==> src/hlt_pkg.sv <==
// ----------------------------------------------------------------------------
// hlt_pkg
// Shared types and constants for the Huffman lookup table builder.
// ----------------------------------------------------------------------------
package hlt_pkg;

    // Item kinds on the table definition channel
    localparam logic [1:0] KIND_START  = 2'd0;
    localparam logic [1:0] KIND_COUNT  = 2'd1;
    localparam logic [1:0] KIND_SYMBOL = 2'd2;

    // Configuration register indexes
    localparam logic REG_PROGRESSIVE = 1'b0;
    localparam logic REG_THUMBNAIL   = 1'b1;
    localparam int   APB_ADDR_W      = 3;

    localparam int         NUM_LENGTHS   = 16;
    localparam logic [4:0] MAX_CODE_LEN  = 5'd16;
    localparam logic [4:0] DC_MAX_LEN    = 5'd12;
    localparam logic [4:0] DC_SHORT_BITS = 5'd6;
    localparam logic [4:0] AC_SHORT_BITS = 5'd10;
    localparam logic [4:0] DC_LONG_BITS  = 5'd12;
    localparam logic [4:0] AC_LONG_BITS  = 5'd16;
    localparam logic [4:0] DC_PREFIX_LEN = 5'd5;
    localparam logic [4:0] AC_PREFIX_LEN = 5'd6;
    localparam logic [16:0] DC_PREFIX    = 17'h1f;
    localparam logic [16:0] AC_PREFIX    = 17'h3f;
    localparam logic [9:0] DC_LONG_MASK  = 10'h07f;
    localparam logic [9:0] AC_LONG_MASK  = 10'h3ff;
    localparam logic [8:0] DC_RUN_LIMIT  = 9'd6;
    localparam logic [9:0] COEFF_BASE    = 10'd512;

    typedef struct packed {
        logic progressive;
        logic thumbnail;
    } cfg_t;

    // Operands handed to the code mapping unit
    typedef struct packed {
        logic [16:0] code;
        logic [4:0]  len;
        logic [7:0]  sym;
        logic        ac;
        cfg_t        cfg;
    } map_req_t;

    typedef struct packed {
        logic        fail;
        logic        region;
        logic [9:0]  addr;
        logic [3:0]  count;
        logic [15:0] val;
        logic        run;
        logic [2:0]  mag;
        logic [3:0]  loop_exp;
    } map_rsp_t;

    typedef struct packed {
        logic        out_class;
        logic [1:0]  out_table;
        logic        region;
        logic [9:0]  start_address;
        logic [10:0] fill_length;
        logic [15:0] entry_value;
        logic        is_error;
        logic        last_of_run;
    } fill_item_t;

endpackage

==> src/hlt_channels.sv <==
// ----------------------------------------------------------------------------
// hlt channels
// Valid/ready channels for table definition items and fill command items.
// ----------------------------------------------------------------------------
interface hlt_def_if;
    logic       valid;
    logic       ready;
    logic [1:0] kind;
    logic       table_class;
    logic [1:0] table_number;
    logic [7:0] payload;

    modport source (output valid, kind, table_class, table_number, payload, input ready);
    modport sink   (input valid, kind, table_class, table_number, payload, output ready);
endinterface

interface hlt_fill_if;
    logic        valid;
    logic        ready;
    logic        out_class;
    logic [1:0]  out_table;
    logic        region;
    logic [9:0]  start_address;
    logic [10:0] fill_length;
    logic [15:0] entry_value;
    logic        is_error;
    logic        last_of_run;

    modport source (output valid, out_class, out_table, region, start_address,
                    fill_length, entry_value, is_error, last_of_run, input ready);
    modport sink   (input valid, out_class, out_table, region, start_address,
                    fill_length, entry_value, is_error, last_of_run, output ready);
endinterface

==> src/huffman_lookup_table_builder_unit.sv <==
// ----------------------------------------------------------------------------
// huffman_lookup_table_builder_unit
// Builds canonical JPEG Huffman decode tables as range-fill commands.
// ----------------------------------------------------------------------------
// Start and count items are taken in the idle state. The sixteenth count then
// walks the bit lengths one per cycle to find the first code. A symbol item
// goes through the accepting step, one pass through the shared code mapping
// unit, the fill commands it issues, and a closing seek step. Up to 32
// coefficient runs come before the final fill, and each fill command is held
// back while the output register still waits on the sink. The seek then
// advances over each bit length whose codes are used up. A code that does not
// fit goes from the mapping step to a single error fill command. The input is
// not ready while a symbol or seek is in progress; a finished fill command
// waits in the output register without holding up the next item.
module huffman_lookup_table_builder_unit (
    input  logic                           clk,
    input  logic                           rst_n,
    hlt_def_if.sink                        tbl_def,
    hlt_fill_if.source                     fill_cmd,
    input  logic                           psel,
    input  logic                           penable,
    input  logic                           pwrite,
    input  logic [hlt_pkg::APB_ADDR_W-1:0] paddr,
    input  logic [31:0]                    pwdata,
    output logic [31:0]                    prdata,
    output logic                           pready
);
    import hlt_pkg::*;

    cfg_t     cfg;
    map_req_t map_req;
    map_rsp_t map_rsp;

    hlt_apb_regs u_regs (
        .clk     (clk),
        .rst_n   (rst_n),
        .psel    (psel),
        .penable (penable),
        .pwrite  (pwrite),
        .paddr   (paddr),
        .pwdata  (pwdata),
        .prdata  (prdata),
        .pready  (pready),
        .cfg     (cfg)
    );

    hlt_code_map u_map (
        .req (map_req),
        .rsp (map_rsp)
    );

    hlt_sequencer u_seq (
        .clk      (clk),
        .rst_n    (rst_n),
        .tbl_def  (tbl_def),
        .fill_cmd (fill_cmd),
        .cfg      (cfg),
        .map_req  (map_req),
        .map_rsp  (map_rsp)
    );

endmodule

==> src/hlt_apb_regs.sv <==
// ----------------------------------------------------------------------------
// hlt_apb_regs
// APB configuration registers: progressive and thumbnail mode bits.
// ----------------------------------------------------------------------------
module hlt_apb_regs (
    input  logic                           clk,
    input  logic                           rst_n,
    input  logic                           psel,
    input  logic                           penable,
    input  logic                           pwrite,
    input  logic [hlt_pkg::APB_ADDR_W-1:0] paddr,
    input  logic [31:0]                    pwdata,
    output logic [31:0]                    prdata,
    output logic                           pready,
    output hlt_pkg::cfg_t                  cfg
);
    import hlt_pkg::*;

    logic progressive_reg;
    logic thumbnail_reg;
    logic wr_en;

    assign pready = 1'b1;
    assign wr_en  = psel && penable && pwrite;

    always_ff @(posedge clk or negedge rst_n)
    begin
        if (!rst_n)
        begin
            progressive_reg <= 1'b0;
            thumbnail_reg   <= 1'b0;
        end
        else if (wr_en)
        begin
            if (paddr[2] == REG_PROGRESSIVE)
            begin
                progressive_reg <= pwdata[0];
            end
            if (paddr[2] == REG_THUMBNAIL)
            begin
                thumbnail_reg <= pwdata[0];
            end
        end
    end

    assign prdata = (paddr[2] == REG_THUMBNAIL) ? {31'd0, thumbnail_reg}
                                                : {31'd0, progressive_reg};

    assign cfg.progressive = progressive_reg;
    assign cfg.thumbnail   = thumbnail_reg;

endmodule

==> src/hlt_code_map.sv <==
// ----------------------------------------------------------------------------
// hlt_code_map
// Shared shift/compare unit: maps one canonical code to its region, start
// entry, fill size and entry value, and flags codes that do not fit.
// ----------------------------------------------------------------------------
module hlt_code_map (
    input  hlt_pkg::map_req_t req,
    output hlt_pkg::map_rsp_t rsp
);
    import hlt_pkg::*;

    logic        too_big;
    logic        dc_long;
    logic        ac_long;
    logic        is_long;
    logic [4:0]  base;
    logic [4:0]  count_w;
    logic [16:0] shifted;
    logic [8:0]  sym_len;
    logic [7:0]  dc_hi;
    logic [7:0]  thumb_hi;
    logic [4:0]  thumb_lo;
    logic        short_too_long;

    always_comb
    begin
        too_big = |(req.code >> req.len);
        dc_long = (req.len >= DC_PREFIX_LEN) &&
                  ((req.code >> (req.len - DC_PREFIX_LEN)) == DC_PREFIX);
        ac_long = (req.len >= AC_PREFIX_LEN) &&
                  ((req.code >> (req.len - AC_PREFIX_LEN)) == AC_PREFIX);
        is_long = req.ac ? ac_long : dc_long;

        if (req.ac)
        begin
            base = is_long ? AC_LONG_BITS : AC_SHORT_BITS;
        end
        else
        begin
            base = is_long ? DC_LONG_BITS : DC_SHORT_BITS;
        end
        count_w = base - req.len;

        short_too_long = !is_long &&
                         (req.len > (req.ac ? AC_SHORT_BITS : DC_SHORT_BITS));
        rsp.fail = too_big || (!req.ac && (req.len > DC_MAX_LEN)) || short_too_long;

        shifted    = req.code << count_w[3:0];
        rsp.region = is_long;
        rsp.count  = count_w[3:0];
        if (!is_long)
        begin
            rsp.addr = shifted[9:0];
        end
        else if (req.ac)
        begin
            rsp.addr = shifted[9:0] & AC_LONG_MASK;
        end
        else
        begin
            rsp.addr = shifted[9:0] & DC_LONG_MASK;
        end

        // DC magnitude coefficient runs for small symbols
        sym_len  = {1'b0, req.sym} + {4'd0, req.len};
        rsp.run  = !req.ac && (req.sym != 8'd0) && (sym_len <= DC_RUN_LIMIT) &&
                   !req.cfg.progressive;
        rsp.mag      = req.sym[2:0];
        rsp.loop_exp = count_w[3:0] - {1'b0, req.sym[2:0]};

        dc_hi    = rsp.run ? sym_len[7:0] : {3'd0, req.len};
        thumb_hi = {3'd0, req.len} + {4'd0, req.sym[3:0]};
        thumb_lo = {1'b0, req.sym[7:4]} + 5'd1;

        if (!req.ac)
        begin
            rsp.val = {8'd0, req.sym | {dc_hi[3:0], 4'd0}};
        end
        else if (req.cfg.thumbnail && (req.sym != 8'd0))
        begin
            rsp.val = {thumb_hi, 3'd0, thumb_lo};
        end
        else
        begin
            rsp.val = {3'd0, req.len, req.sym};
        end
    end

endmodule

==> src/hlt_sequencer.sv <==
// ----------------------------------------------------------------------------
// hlt_sequencer
// Table state, code-length store and control sequence; drives the code
// mapping unit and holds the outgoing fill command item.
// ----------------------------------------------------------------------------
module hlt_sequencer (
    input  logic              clk,
    input  logic              rst_n,
    hlt_def_if.sink           tbl_def,
    hlt_fill_if.source        fill_cmd,
    input  hlt_pkg::cfg_t     cfg,
    output hlt_pkg::map_req_t map_req,
    input  hlt_pkg::map_rsp_t map_rsp
);
    import hlt_pkg::*;

    typedef enum logic [5:0] {
        ST_IDLE  = 6'b000001,
        ST_SEEK  = 6'b000010,
        ST_MAP   = 6'b000100,
        ST_RUN   = 6'b001000,
        ST_FINAL = 6'b010000,
        ST_FAIL  = 6'b100000
    } state_t;

    state_t      state_reg, state_next;
    logic [7:0]  counts_reg [NUM_LENGTHS];
    logic [4:0]  loaded_reg, loaded_next;
    logic [4:0]  len_reg, len_next;
    logic [7:0]  left_reg, left_next;
    logic [16:0] code_reg, code_next;
    logic        class_reg, class_next;
    logic [1:0]  table_reg, table_next;
    logic        err_reg, err_next;
    logic [7:0]  sym_reg, sym_next;

    logic        region_reg, region_next;
    logic [9:0]  addr_reg, addr_next;
    logic [3:0]  count_reg, count_next;
    logic [15:0] val_reg, val_next;
    logic [2:0]  mag_reg, mag_next;
    logic [10:0] loop_reg, loop_next;
    logic [9:0]  run_addr_reg, run_addr_next;
    logic [4:0]  j_reg, j_next;

    logic        out_valid_reg, out_valid_next;
    fill_item_t  out_item_reg, out_item_next;

    logic        accept;
    logic        out_free;
    logic        count_wr;
    logic [4:0]  run_mask;
    logic        half_bit;
    logic [7:0]  coeff;

    assign tbl_def.ready = (state_reg == ST_IDLE);
    assign accept        = tbl_def.valid && tbl_def.ready;
    assign out_free      = !out_valid_reg || fill_cmd.ready;
    assign count_wr      = accept && (tbl_def.kind == KIND_COUNT) &&
                           (loaded_reg < 5'(NUM_LENGTHS));

    assign map_req.code = code_reg;
    assign map_req.len  = len_reg;
    assign map_req.sym  = sym_reg;
    assign map_req.ac   = class_reg;
    assign map_req.cfg  = cfg;

    // Run j holds j when its top magnitude bit is set, else j - (2^mag - 1)
    assign run_mask = 5'((6'd1 << mag_reg) - 6'd1);
    assign half_bit = j_reg[mag_reg - 3'd1];
    assign coeff    = half_bit ? {3'd0, j_reg} : ({3'd0, j_reg} - {3'd0, run_mask});

    always_comb
    begin
        state_next     = state_reg;
        loaded_next    = loaded_reg;
        len_next       = len_reg;
        left_next      = left_reg;
        code_next      = code_reg;
        class_next     = class_reg;
        table_next     = table_reg;
        err_next       = err_reg;
        sym_next       = sym_reg;
        region_next    = region_reg;
        addr_next      = addr_reg;
        count_next     = count_reg;
        val_next       = val_reg;
        mag_next       = mag_reg;
        loop_next      = loop_reg;
        run_addr_next  = run_addr_reg;
        j_next         = j_reg;
        out_valid_next = out_valid_reg && !fill_cmd.ready;
        out_item_next  = out_item_reg;

        case (state_reg)
            ST_IDLE:
            begin
                if (accept)
                begin
                    case (tbl_def.kind)
                        KIND_START:
                        begin
                            class_next  = tbl_def.table_class;
                            table_next  = tbl_def.table_number;
                            loaded_next = 5'd0;
                            len_next    = 5'd1;
                            left_next   = 8'd0;
                            code_next   = 17'd0;
                            err_next    = 1'b0;
                        end
                        KIND_COUNT:
                        begin
                            if (count_wr)
                            begin
                                loaded_next = loaded_reg + 5'd1;
                                if (loaded_reg == 5'(NUM_LENGTHS - 1))
                                begin
                                    // first seek step steps to length 1
                                    len_next   = 5'd0;
                                    left_next  = 8'd0;
                                    code_next  = 17'd0;
                                    state_next = ST_SEEK;
                                end
                            end
                        end
                        KIND_SYMBOL:
                        begin
                            if ((loaded_reg == 5'(NUM_LENGTHS)) &&
                                (len_reg <= MAX_CODE_LEN) && !err_reg)
                            begin
                                sym_next   = tbl_def.payload;
                                state_next = ST_MAP;
                            end
                        end
                        default:
                        begin
                        end
                    endcase
                end
            end

            ST_SEEK:
            begin
                if ((left_reg == 8'd0) && (len_reg <= MAX_CODE_LEN))
                begin
                    len_next  = len_reg + 5'd1;
                    code_next = {code_reg[15:0], 1'b0};
                    if (len_reg < MAX_CODE_LEN)
                    begin
                        left_next = counts_reg[len_reg[3:0]];
                    end
                end
                else
                begin
                    state_next = ST_IDLE;
                end
            end

            ST_MAP:
            begin
                region_next   = map_rsp.region;
                addr_next     = map_rsp.addr;
                count_next    = map_rsp.count;
                val_next      = map_rsp.val;
                mag_next      = map_rsp.mag;
                loop_next     = 11'd1 << map_rsp.loop_exp;
                run_addr_next = COEFF_BASE + map_rsp.addr;
                j_next        = 5'd0;
                if (map_rsp.fail)
                begin
                    state_next = ST_FAIL;
                end
                else if (map_rsp.run)
                begin
                    state_next = ST_RUN;
                end
                else
                begin
                    state_next = ST_FINAL;
                end
            end

            ST_RUN:
            begin
                if (out_free)
                begin
                    out_valid_next              = 1'b1;
                    out_item_next.out_class     = class_reg;
                    out_item_next.out_table     = table_reg;
                    out_item_next.region        = region_reg;
                    out_item_next.start_address = run_addr_reg;
                    out_item_next.fill_length   = loop_reg;
                    out_item_next.entry_value   = {8'd0, coeff};
                    out_item_next.is_error      = 1'b0;
                    out_item_next.last_of_run   = 1'b0;
                    run_addr_next = run_addr_reg + loop_reg[9:0];
                    j_next        = j_reg + 5'd1;
                    if (j_reg == run_mask)
                    begin
                        state_next = ST_FINAL;
                    end
                end
            end

            ST_FINAL:
            begin
                if (out_free)
                begin
                    out_valid_next              = 1'b1;
                    out_item_next.out_class     = class_reg;
                    out_item_next.out_table     = table_reg;
                    out_item_next.region        = region_reg;
                    out_item_next.start_address = addr_reg;
                    out_item_next.fill_length   = 11'd1 << count_reg;
                    out_item_next.entry_value   = val_reg;
                    out_item_next.is_error      = 1'b0;
                    out_item_next.last_of_run   = 1'b1;
                    left_next  = left_reg - 8'd1;
                    code_next  = code_reg + 17'd1;
                    state_next = ST_SEEK;
                end
            end

            ST_FAIL:
            begin
                if (out_free)
                begin
                    out_valid_next              = 1'b1;
                    out_item_next.out_class     = class_reg;
                    out_item_next.out_table     = table_reg;
                    out_item_next.region        = 1'b0;
                    out_item_next.start_address = 10'd0;
                    out_item_next.fill_length   = 11'd0;
                    out_item_next.entry_value   = 16'd0;
                    out_item_next.is_error      = 1'b1;
                    out_item_next.last_of_run   = 1'b1;
                    err_next   = 1'b1;
                    state_next = ST_IDLE;
                end
            end

            default:
            begin
                state_next = ST_IDLE;
            end
        endcase
    end

    always_ff @(posedge clk or negedge rst_n)
    begin
        if (!rst_n)
        begin
            state_reg     <= ST_IDLE;
            loaded_reg    <= 5'd0;
            len_reg       <= 5'd1;
            left_reg      <= 8'd0;
            code_reg      <= 17'd0;
            class_reg     <= 1'b0;
            table_reg     <= 2'd0;
            err_reg       <= 1'b0;
            out_valid_reg <= 1'b0;
        end
        else
        begin
            state_reg     <= state_next;
            loaded_reg    <= loaded_next;
            len_reg       <= len_next;
            left_reg      <= left_next;
            code_reg      <= code_next;
            class_reg     <= class_next;
            table_reg     <= table_next;
            err_reg       <= err_next;
            out_valid_reg <= out_valid_next;
        end
    end

    always_ff @(posedge clk)
    begin
        if (count_wr)
        begin
            counts_reg[loaded_reg[3:0]] <= tbl_def.payload;
        end
        sym_reg      <= sym_next;
        region_reg   <= region_next;
        addr_reg     <= addr_next;
        count_reg    <= count_next;
        val_reg      <= val_next;
        mag_reg      <= mag_next;
        loop_reg     <= loop_next;
        run_addr_reg <= run_addr_next;
        j_reg        <= j_next;
        out_item_reg <= out_item_next;
    end

    assign fill_cmd.valid         = out_valid_reg;
    assign fill_cmd.out_class     = out_item_reg.out_class;
    assign fill_cmd.out_table     = out_item_reg.out_table;
    assign fill_cmd.region        = out_item_reg.region;
    assign fill_cmd.start_address = out_item_reg.start_address;
    assign fill_cmd.fill_length   = out_item_reg.fill_length;
    assign fill_cmd.entry_value   = out_item_reg.entry_value;
    assign fill_cmd.is_error      = out_item_reg.is_error;
    assign fill_cmd.last_of_run   = out_item_reg.last_of_run;

endmodule
==> src/flat_wrapper.sv <==
// flat-port wrapper written by rule: the top's interface ports become plain ports
module huffman_lookup_table_builder_unit_flat import hlt_pkg::*;
  (clk, rst_n, psel, penable, pwrite, paddr, pwdata, prdata, pready, tbl_def_valid, tbl_def_kind, tbl_def_table_class, tbl_def_table_number, tbl_def_payload, tbl_def_ready, fill_cmd_valid, fill_cmd_out_class, fill_cmd_out_table, fill_cmd_region, fill_cmd_start_address, fill_cmd_fill_length, fill_cmd_entry_value, fill_cmd_is_error, fill_cmd_last_of_run, fill_cmd_ready);
  hlt_def_if tbl_def_i ();
  hlt_fill_if fill_cmd_i ();
  input  logic clk;
  input  logic rst_n;
  input  logic psel;
  input  logic penable;
  input  logic pwrite;
  input  logic [hlt_pkg::APB_ADDR_W-1:0] paddr;
  input  logic [31:0] pwdata;
  output logic [31:0] prdata;
  output logic pready;
  input wire logic [$bits(tbl_def_i.valid)-1:0] tbl_def_valid;
  input wire logic [$bits(tbl_def_i.kind)-1:0] tbl_def_kind;
  input wire logic [$bits(tbl_def_i.table_class)-1:0] tbl_def_table_class;
  input wire logic [$bits(tbl_def_i.table_number)-1:0] tbl_def_table_number;
  input wire logic [$bits(tbl_def_i.payload)-1:0] tbl_def_payload;
  output wire logic [$bits(tbl_def_i.ready)-1:0] tbl_def_ready;
  output wire logic [$bits(fill_cmd_i.valid)-1:0] fill_cmd_valid;
  output wire logic [$bits(fill_cmd_i.out_class)-1:0] fill_cmd_out_class;
  output wire logic [$bits(fill_cmd_i.out_table)-1:0] fill_cmd_out_table;
  output wire logic [$bits(fill_cmd_i.region)-1:0] fill_cmd_region;
  output wire logic [$bits(fill_cmd_i.start_address)-1:0] fill_cmd_start_address;
  output wire logic [$bits(fill_cmd_i.fill_length)-1:0] fill_cmd_fill_length;
  output wire logic [$bits(fill_cmd_i.entry_value)-1:0] fill_cmd_entry_value;
  output wire logic [$bits(fill_cmd_i.is_error)-1:0] fill_cmd_is_error;
  output wire logic [$bits(fill_cmd_i.last_of_run)-1:0] fill_cmd_last_of_run;
  input wire logic [$bits(fill_cmd_i.ready)-1:0] fill_cmd_ready;
  assign tbl_def_i.valid = tbl_def_valid;
  assign tbl_def_i.kind = tbl_def_kind;
  assign tbl_def_i.table_class = tbl_def_table_class;
  assign tbl_def_i.table_number = tbl_def_table_number;
  assign tbl_def_i.payload = tbl_def_payload;
  assign tbl_def_ready = tbl_def_i.ready;
  assign fill_cmd_valid = fill_cmd_i.valid;
  assign fill_cmd_out_class = fill_cmd_i.out_class;
  assign fill_cmd_out_table = fill_cmd_i.out_table;
  assign fill_cmd_region = fill_cmd_i.region;
  assign fill_cmd_start_address = fill_cmd_i.start_address;
  assign fill_cmd_fill_length = fill_cmd_i.fill_length;
  assign fill_cmd_entry_value = fill_cmd_i.entry_value;
  assign fill_cmd_is_error = fill_cmd_i.is_error;
  assign fill_cmd_last_of_run = fill_cmd_i.last_of_run;
  assign fill_cmd_i.ready = fill_cmd_ready;
  huffman_lookup_table_builder_unit u_core (.clk(clk), .rst_n(rst_n), .tbl_def(tbl_def_i), .fill_cmd(fill_cmd_i), .psel(psel), .penable(penable), .pwrite(pwrite), .paddr(paddr), .pwdata(pwdata), .prdata(prdata), .pready(pready));
endmodule
==> config.mk <==
export PLATFORM = sky130hd
export DESIGN_NAME = huffman_lookup_table_builder_unit_flat
export DESIGN_NICKNAME = d
export VERILOG_FILES = /design/src/hlt_pkg.sv /design/src/hlt_channels.sv /design/src/huffman_lookup_table_builder_unit.sv /design/src/hlt_apb_regs.sv /design/src/hlt_code_map.sv /design/src/hlt_sequencer.sv /design/src/flat_wrapper.sv
export SDC_FILE = /design/constraint.sdc
export NUM_CORES = 1
export LEC_CHECK = 0
export BUFFER_PORTS_ARGS = -buffer_cell sky130_fd_sc_hd__buf_4
export CAP_MARGIN = 15
export CORE_MARGIN = 1.5
export CORE_UTILIZATION = 30
export CTS_BUF_LIST = sky130_fd_sc_hd__clkbuf_8 sky130_fd_sc_hd__clkbuf_16
export DETAILED_ROUTE_END_ITERATION = 8
export PLACE_DENSITY = 0.57
export SYNTH_ARGS = -nofsm -noshare
export SYNTH_HDL_FRONTEND = slang
export SYNTH_HIERARCHICAL = 1
export SYNTH_SLANG_ARGS = --single-unit
==> constraint.sdc <==
create_clock -name clk -period 11.45 [get_ports clk]
set_input_delay 2.29 -clock clk [delete_from_list [all_inputs] [get_ports clk]]
set_output_delay 2.29 -clock clk [all_outputs]
set_load 0.05 [all_outputs]
* Yosys cells after proc, flatten, opt, wreduce, memory -nomap -nowiden
Memory sizes are Yosys's and may differ from the RTL's.
Cells that the tools add are included.
** Word-level totals
- Bits of input ports :: 55
- Bits in registers :: 157
- Memories kept :: 1
- Memory bits (writable) :: 128
- Output and inout bits :: 78
- Logic and storage cells :: 210
** Memory list
- u_core.u_seq.counts_reg :: words 16, bits a word 8, read ports 1, clocked after Yosys merged registers in 0, write ports 1, line hlt_sequencer.sv:27 : logic [7:0] counts_reg [NUM_LENGTHS];
** Cells by class
- $add $sub $neg :: 17
- Bitwise operators :: 2
- $lt $le $gt $ge :: 9
- Shifts and indexed selects :: 7
- Reduce and logical (&&, ||, !) cells :: 50
- Equal/unequal tests :: 28
- Muxes and demuxes :: 66
** Operators with widths (count)
- two-way mux 43 bit :: 3
- one-hot mux 43 bit (3 select lines) :: 1
- two-way mux 17 bit :: 5
- two-way mux 8 bit :: 8
- two-way mux 6 bit :: 10
- one-hot mux 17 bit (3 select lines) :: 1
- right shift 17 x 5 -> 17 bit :: 3
- one-hot mux 5 bit (2 select lines) :: 4
- one-hot mux 6 bit (6 select lines) :: 1
- two-way mux 5 bit :: 7
- one-hot mux 17 bit (2 select lines) :: 1
- two-way mux 10 bit :: 3
- one-hot mux 8 bit (3 select lines) :: 1
- left shift 1 x 4 -> 11 bit, first input constant :: 2
- two-way mux 4 bit :: 5
- one-hot mux 10 bit (2 select lines) :: 1
- adder 17 x 1 -> 17 bit, second input constant :: 1
- == test 17 x 5 -> 1 bit, second input constant :: 1
- == test 17 x 6 -> 1 bit, second input constant :: 1
- logical AND 1 bit :: 17
- OR reduction 17 bit :: 1
- left shift 17 x 4 -> 10 bit :: 1
- inequality test 2 bit, second input constant :: 8
- one-hot mux 8 bit (2 select lines) :: 1
- 58 further kinds :: 92

* Longest topological paths before layout
Gate-level depths: netlist (run 1).
- Depth after elaboration :: 13
- Mapped depth :: 25
- Depth with buffers taken out :: 19

* Modules after synthesis
The synthesis (run 1) kept the hierarchy.
** By module, submodules not included
- hlt_sequencer :: cells an instance 888, area each 12724.7 µm², seq. area each 8330.5 µm², instances 1
- hlt_code_map :: cells an instance 433, area each 2952.8 µm², seq. area each 0.0 µm², instances 1
- hlt_apb_regs :: cells an instance 43, area each 361.6 µm², seq. area each 50.0 µm², instances 1

* Least setup slack after synthesis (run 1)
No wires, ideal clock.
- Kind :: register -> register
- Start point :: reg u_core.u_seq.len_reg[0]
- End point :: reg u_core.u_seq.loop_reg[4], data pin
- Path slack :: 5592 ps
- Arrival :: 5597 ps
- Data required time :: 11189 ps
- Stages on the path, launching flop included :: 23
- Cell sequence :: dfstp_2 > buf_2 > clkinv_1 > buf_2 > clkbuf_1 > ha_1 > buf_2 > buf_2 > mux2i_1 > mux4_2 > and4_1 > o2111ai_1 > nand2_1 > a21oi_1 > inv_1 > fa_1 > xnor2_1 > clkbuf_1 > ha_1 > a21oi_1 > xor2_1 > nand2b_1 > nor3_1
** RTL lines
- start: declaration :: line hlt_sequencer.sv:29 : logic [4:0] len_reg, len_next;
- start signal: assignment :: line hlt_sequencer.sv:267 : len_reg <= len_next;
- end signal: assignment :: line hlt_sequencer.sv:289 : loop_reg <= loop_next;
- end: declaration :: line hlt_sequencer.sv:42 : logic [10:0] loop_reg, loop_next;

==> results of run 1 <==
-- worst paths after layout --
| kind | from | end | slack, ns | cells past startpoint |
|---|---|---|---|---|
| worst max-delay path | u_core/u_seq/len_reg[0] | u_core/u_seq/loop_reg[7] | 3.56 | 17 |
| worst min-delay path | u_core/u_seq/table_reg[0] | u_core/u_seq/fill_cmd.out_table[0] | 0.45 | 0 |
| worst max register to register | u_core/u_seq/len_reg[0] | u_core/u_seq/loop_reg[7] | 3.56 | 17 |
| worst min register to register | u_core/u_seq/table_reg[0] | u_core/u_seq/fill_cmd.out_table[0] | 0.45 | 0 |
| max in group asynchronous | rst_n | u_core/u_seq/len_reg[1] | 9.16 | 1 |
| min in group asynchronous | rst_n | u_core/u_seq/class_reg | 1.77 | 1 |
-- placed cells by master (no fill, tap or decap), types with 7 or more instances in the layout --
cell,synthesis,final
or3_1,8,8
mux4_2,38,38
mux2i_1,48,48
inv_1,49,58
o41ai_1,19,19
edfxtp_1,239,239
and3_1,19,19
conb_1,3,34
nand3b_1,8,8
a22o_1,15,15
and2_1,20,20
a21oi_1,51,50
ha_1,50,50
nor2_1,70,70
o31ai_1,8,8
nor2b_1,15,15
a21o_1,10,10
a32o_1,7,7
buf_4,47,84
nand4_1,7,7
o21ai_0,66,65
nor4_1,23,22
dfrtp_1,46,44
clkinv_1,2,10
a31oi_1,14,13
o22ai_1,10,10
xnor2_1,11,10
nor3_1,41,41
nand2b_1,16,16
a211oi_1,19,19
nand3_1,21,21
clkbuf_16,0,36
and3b_1,7,7
mux2_2,18,18
xor2_1,19,19
nand2_1,97,97
o21ai_1,25,26
-- logic make-up after synthesis --
kind of cell,count (synthesis)
xor gates and xnor gates,30
AOI/OAI and AO/OA,304
muxes,111
adders and majority gates,55
other,3
DFF,287
and+or+nand+nor,391
buffers and inverters,183
-- worst reg2reg max path, cell delays in order (launching register included) --
cell and delay (ns):
dfstp_4 1.05, clkinv_1 0.95, ha_1 1.24, mux2i_1 0.30, mux4_2 0.54, and4_1 0.20
o2111ai_1 0.16, nand2_1 0.25, a21oi_1 0.29, inv_1 0.11, fa_1 0.78, clkinv_1 0.39
ha_1 0.38, a21o_1 0.15, a21oi_1 0.18, xor2_1 0.37, nand2b_1 0.24, nor2_1 0.07
-- layer usage --
metal,track usage,vias to the layer above,routed length [microns]
met4,0.04948,0,989
met5,0,-,0
met2,0.2376,318,18590
met3,0.02164,63,1858
li1,-,5188,-
met1,0.1950,5489,18040
-- through the flow --
| step | instance area [sq um] | std cells | util | hold slack (ns) |
|---|---|---|---|---|
| floorplan | 16160 | 1395 | - | 0.4211 |
| global placement | 16990 | 2037 | 0.3227 | 0.4294 |
| detailed placement | 16990 | 2037 | 0.3227 | 0.4320 |
| CTS | 18070 | 2101 | 0.3431 | 0.4428 |
| global route | 18070 | 2101 | 0.3431 | 0.4604 |
| finish | 18070 | 2101 | 0.3431 | 0.4452 |
-- power groups by stage --
stage / clock network, uW / logic (uW) / registers, uW
after CTS: 1070 / 1160 / 1310
after global routing: 1110 / 1260 / 1330
after floorplan: 0 / 967 / 1270
final: 1040 / 1160 / 1320
after global placement: 0 / 1140 / 1330
after detailed placement: 0 / 1150 / 1340
-- area by class of cell --
type	count	area [sq um]	share of cell area
clock inverters	28	176.4	0.009764
repair buffers	84	630.6	0.03490
flip-flops and latches	287	8387	0.4642
multi-input cells	925	6914	0.3827
clock buffers	36	900.9	0.04986
well taps	688	860.8	0.04764
inverters	53	198.9	0.01101
==> results.py, run 1 <==
metrics = {
    "placement": {
        "pre_cts_ws_ns": 3.571,
        "gp_congestion": 0.8647,
        "hpwl_microns": 26420,
        "portBuffers": 67,
    },
    "timing": {
        "fin_crit_ns": 7.889,
        "max-slew-margin-rel": 0.2444,
        "setup_viol": 0,
        "fin_crit_sh": 0.6890,
        "setup_tns_ns": 0,
        "fmax_ghz": 0.1268,
        "tightest_slew_ns": 1.131,
        "fin_ws_ns": 3.561,
        "drv_slew": 0,
        "fin_skew_ns": 0.02077,
        "rsz0062_at_grt": "false",
        "final-hold-violation-count": 0,
    },
    "synth": {
        "netlist_area_sq_um": 16040,
        "ys_ff_latch": 287,
        "ys.flop_type": "edfxtp_1",
        "synth_xor_area_frac": 0.01638,
        "synthMuxAreaShare": 0.1013,
        "synthDistinctLibCells": 88,
        "ys_seq_area_frac": 0.5225,
        "yosysTopAreaCell": "edfxtp_1",
        "ys_top_cells_by_area": "edfxtp_1 45%, dfrtp_1 7.2%, mux4_2 5.3%, ha_1 3.9%, mux2i_1 3.0%",
        "synth_top_area_frac": 0.4475,
        "syn_inst": 1364,
        "synth-simple-area-share": 0.1303,
        "yosysWarnings": 6,
        "synth_async_sr_flop_share": 0.1672,
        "synth_compound_area_frac": 0.1279,
        "synth_top_family_by_area": "simple AND/OR/NAND/NOR gates",
        "yosys.area_share.adder": 0.04525,
        "synth.avg_cell_area_sq_um": 11.76,
        "synth_commonest_cells": "239 x edfxtp_1, 97 x nand2_1, 70 x nor2_1",
        "synth_edf_count": 239,
        "yosysMostFrequentCell": "edfxtp_1",
    },
    "pwr": {
        "powerDensity_nw_per_um2": 194.1,
        "power_uw": 3508,
        "swShare": 0.3595,
        "seq_power_share": 0.375,
        "switchingPower_uw": 1261,
        "vdd_ir_drop_max_uv": 97.43,
        "power.internal_uw": 2247,
        "p_leak_uw": 0.006570,
        "p_clk_frac": 0.295,
        "pwr-share-comb": 0.330,
    },
    "clocking": {
        "clk_path_buf_depth": 3,
        "ctsRootBufferMaster": "clkbuf_16",
        "cts_resized": 0,
        "path_clk_slew_ns": 0.06,
        "cts.sinks": 287,
        "cts_buffers": 35,
        "cts_post_setup_buffers_inserted": 0,
        "clock_latency_ns": 0.54,
        "hold_buffers": 0,
        "htree_levels": 2,
        "cts_tree": "done",
    },
    "grt": {
        "grt_max_degree": 68,
        "grt_pass1_vias": 10617,
        "grt_pass1_wl_microns": 62090,
        "antenna_found_initial": 0,
        "track_usage": 0.1449,
        "gr-total-overflow": 0,
    },
    "worst_setup_path": {
        "crit_type": "reg -> reg",
        "slowest_delay_ns": 1.22,
        "critPathBufInv": 3,
        "slowest_stage": "ha_1",
        "worst_path_dominant_cell_family": "adder cells",
        "path_max_fanout": 67,
        "end_kind": "flip-flop",
        "worst_ep_arrival_time_ns": 8.17,
        "path_cells": "clkinv_1 > ha_1 > mux2i_1 > mux4_2 > and4_1 > o2111ai_1 > nand2_1 > a21oi_1 > inv_1 > fa_1 > clkinv_1 > ha_1 > a21o_1 > a21oi_1 > xor2_1 > nand2b_1 > nor2_1",
        "worst_ep_required_time_ns": 11.73,
        "worstSetupStartpointType": "flip-flop",
    },
    "detailed_routing": {
        "detail_route.wl_per_cell_microns": 18.79,
        "ant_nets": 0,
        "wl_microns": 39480,
        "dr_total_vias": 11058,
        "drcViolationCount": 0,
        "drt_iter0_drc": 996,
        "first_pass_iters": 5,
        "via_per_inst": 5.263,
    },
    "die": {
        "io_pins": 133,
        "fp-row-count": 84,
        "die_area_sq_um": 54860,
        "die_y_microns": 234.2,
        "initial_core_util": 0.3046,
        "core_area_sq_um": 52660,
        "die_x_microns": 234.2,
    },
    "final_layout": {
        "fin_nets": 1496,
        "areaGrowthSynthToFinish_pct": 12.65,
        "diodes": 0,
        "fill_cells": 5151,
        "largest_reg_flops": 128,
        "drive_gt1_frac": 0.1543,
    },
    "hold_path": {
        "hold_class": "reg -> reg",
    },
    "status": {
        "outcome": "completed",
    },
    "flow_run": {
        "maxCapViolations": 0,
    },
}
Note: power is estimated with default switching activity, not from simulation.
==> run 2, diff against run 1 <==
--- a/config.mk
+++ b/config.mk
@@ -5,6 +5,7 @@
 export SDC_FILE = /design/constraint.sdc
 export NUM_CORES = 1
 export LEC_CHECK = 0
+export ABC_AREA = 1
 export BUFFER_PORTS_ARGS = -buffer_cell sky130_fd_sc_hd__buf_4
 export CAP_MARGIN = 15
 export CORE_MARGIN = 1.5
==> constraint.sdc (replaced) <==
create_clock -name clk -period 7.5 [get_ports clk]
set_input_delay 1.5 -clock clk [delete_from_list [all_inputs] [get_ports clk]]
set_output_delay 1.5 -clock clk [all_outputs]
set_load 0.05 [all_outputs]
==> results.py, run 2 <==
metrics = {
    "final_layout": {
        "multi_input_area_sq_um": 6591,
        "fin_nets": 2146,
        "mostFrequentLayoutCell": "nand2_1",
        "diodes": 0,
        "regArea_sq_um": 8382,
        "areaGrowthSynthToFinish_pct": 12.94,
        "final_cell_mix": "673 x nand2_1, 265 x inv_1, 239 x edfxtp_1",
        "largest_reg_flops": 128,
        "drive_gt1_frac": 0.08774,
        "fill_cells": 5547,
    },
    "timing": {
        "max-slew-margin-rel": 0.2908,
        "tightest_slew_ns": 1.062,
        "setup_tns_ns": 0,
        "fin_crit_ns": 5.493,
        "final-hold-violation-count": 0,
        "rsz0062_at_grt": "false",
        "fmax_ghz": 0.1821,
        "fin_crit_sh": 0.7323,
        "drv_slew": 0,
        "fin_skew_ns": 0.02220,
        "setup_viol": 0,
        "fin_ws_ns": 2.007,
    },
    "worst_setup_path": {
        "slowest_delay_ns": 0.82,
        "end_kind": "flip-flop",
        "cp_common_cell": "nand2_1",
        "worst_ep_required_time_ns": 7.87,
        "worstSetupStartpointType": "flip-flop",
        "worst_ep_arrival_time_ns": 5.87,
        "path_max_fanout": 25,
        "slowest_stage": "dfstp_2",
        "path_cells": "inv_2 > ha_1 > inv_2 > nand3_1 > nand2_1 > nand2_1 > nor3b_1 > nor2_1 > nor2_1 > nand2_1 > nand2_1 > nand2_2 > o21ai_1 > fa_1 > inv_1 > ha_1 > a31oi_1 > inv_1 > nand2_1 > nand2_1 > inv_1 > nand2_1 > nor3_1",
        "crit_type": "reg -> reg",
    },
    "detailed_routing": {
        "dr_total_vias": 13040,
        "drt_iter0_drc": 1007,
        "via_per_inst": 4.726,
        "wl_microns": 42260,
        "detail_route.wl_per_cell_microns": 15.32,
        "first_pass_iters": 5,
        "drcViolationCount": 0,
        "ant_nets": 0,
    },
    "clocking": {
        "htree_levels": 2,
        "cts.sinks": 287,
        "ctsRootBufferMaster": "clkbuf_16",
        "path_clk_slew_ns": 0.06,
        "cts_post_setup_buffers_inserted": 0,
        "hold_buffers": 0,
        "clk_path_buf_depth": 3,
        "cts_resized": 0,
        "cts_tree": "done",
        "cts_buffers": 35,
        "clock_latency_ns": 0.55,
    },
    "synth": {
        "syn_inst": 1990,
        "yosysMostFrequentCell": "nand2_1",
        "ys_seq_area_frac": 0.5082,
        "synth_commonest_cells": "673 x nand2_1, 263 x inv_1, 239 x edfxtp_1",
        "synth.avg_cell_area_sq_um": 8.287,
        "ys.flop_type": "edfxtp_1",
        "yosysWarnings": 6,
        "synth_async_sr_flop_share": 0.1672,
        "ys_top_cells_by_area": "edfxtp_1 44%, nand2_1 15%, dfrtp_1 7.0%, inv_1 6.0%, nand3_1 5.6%",
        "synth_top_area_frac": 0.4352,
        "netlist_area_sq_um": 16490,
        "ys_ff_latch": 287,
        "synth_edf_count": 239,
        "yosysTopAreaCell": "edfxtp_1",
        "synthDistinctLibCells": 52,
    },
    "die": {
        "die_area_sq_um": 56390,
        "fp-row-count": 85,
        "die_y_microns": 237.5,
        "io_pins": 133,
        "initial_core_util": 0.3053,
        "core_area_sq_um": 54030,
        "die_x_microns": 237.5,
    },
    "pwr": {
        "powerDensity_nw_per_um2": 304.8,
        "p_leak_uw": 0.008485,
        "vdd_ir_drop_max_uv": 147.1,
        "switchingPower_uw": 2205,
        "p_clk_frac": 0.302,
        "power.internal_uw": 3472,
        "pwr-share-comb": 0.353,
        "swShare": 0.3884,
        "seq_power_share": 0.345,
    },
    "grt": {
        "track_usage": 0.1500,
        "gr-total-overflow": 0,
        "grt_pass1_vias": 12301,
        "grt_pass1_wl_microns": 66930,
        "grt_max_degree": 72,
        "antenna_found_initial": 0,
    },
    "status": {
        "outcome": "completed",
    },
    "placement": {
        "pre_cts_ws_ns": 2.046,
        "hpwl_microns": 29280,
        "portBuffers": 67,
        "gp_congestion": 0.8765,
    },
    "hold_path": {
        "hold_class": "reg -> reg",
    },
    "flow_run": {
        "maxCapViolations": 0,
    },
}
==> run 2: changes by cell type in the layout (fill, tap and decap cells not counted), sizes merged, moves of 20 or more <==
cell   change
and2      -20
inv      +220
mux2      -25
mux2i     -48
mux4      -38
nand2    +588
nand3    +163
nor2      +52
nor3      -25
==> run 2: final timing paths <==
check,start,end,slack [ns],depth (start not counted)
setup / recovery,u_core/u_seq/len_reg[0],u_core/u_seq/loop_reg[5],2.01,23
hold / removal,u_core/u_seq/table_reg[0],u_core/u_seq/fill_cmd.out_table[0],0.45,0
setup reg to reg,u_core/u_seq/len_reg[0],u_core/u_seq/loop_reg[5],2.01,23
hold reg to reg,u_core/u_seq/table_reg[0],u_core/u_seq/fill_cmd.out_table[0],0.45,0
max in group asynchronous,rst_n,u_core/u_seq/len_reg[1],6.01,1
min in group asynchronous,rst_n,u_core/u_seq/code_reg[12],0.97,1
==> run 2: final cells by class <==
type | count | area share
multi-input combinational | 1356 | 0.3539
sequential | 287 | 0.4500
clock buffer | 36 | 0.04836
timing repair buffer | 76 | 0.03063
tap | 696 | 0.04675
clock inverter | 28 | 0.01384
inverter | 280 | 0.05656
==> run 2: critical path: cells and delay by family, from the launching register on <==
kind	cells	cell delay [ns]
AND/OR/NAND/NOR	13	1.51
buffers and inverters	5	1.19
adder cells (fa/ha/maj)	3	1.39
flip-flops	1	0.82
AO/OA/AOI/OAI	2	0.39
==> run 2: cell families after synthesis <==
kind of cell | Yosys count | share of synthesized area
other | 3 | 0.0006828
DFF | 287 | 0.5082
and+or+nand+nor | 1049 | 0.2670
adders and majority gates | 55 | 0.04400
xor gates and xnor gates | 30 | 0.01639
buffers and inverters | 378 | 0.09946
AOI/OAI and AO/OA | 188 | 0.06434
==> run 2: metrics by stage <==
| stage | area, sq um | utilization | instances | hold WS [ns] | total power (uW) |
|---|---|---|---|---|---|
| after floorplan | 16610 | - | 2021 | 0.4253 | 3537 |
| after global placement | 17470 | 0.3233 | 2695 | 0.4362 | 3959 |
| after detailed placement | 17470 | 0.3233 | 2695 | 0.4390 | 3986 |
| after CTS | 18630 | 0.3448 | 2759 | 0.4529 | 5734 |
| after global routing | 18630 | 0.3448 | 2759 | 0.4636 | 6066 |
| final | 18630 | 0.3448 | 2759 | 0.4501 | 5677 |
==> run 2: metal layers <==
| metal | track usage | vias to the layer above | wire [microns] |
|---|---|---|---|
| met4 | 0.05057 | 0 | 1020 |
| li1 | - | 6492 | - |
| met2 | 0.2447 | 331 | 19500 |
| met3 | 0.02520 | 61 | 2183 |
| met1 | 0.2015 | 6156 | 19550 |
| met5 | 0 | - | 0 |
==> run 2: power groups by stage <==
stage	Sequential, uW	Clock [uW]	Combinational (uW)
after floorplan	1970	0	1560
after global placement	1990	0	1970
after detailed placement	1990	0	1990
after CTS	1960	1770	2000
after global routing	1970	1820	2270
final	1960	1710	2000
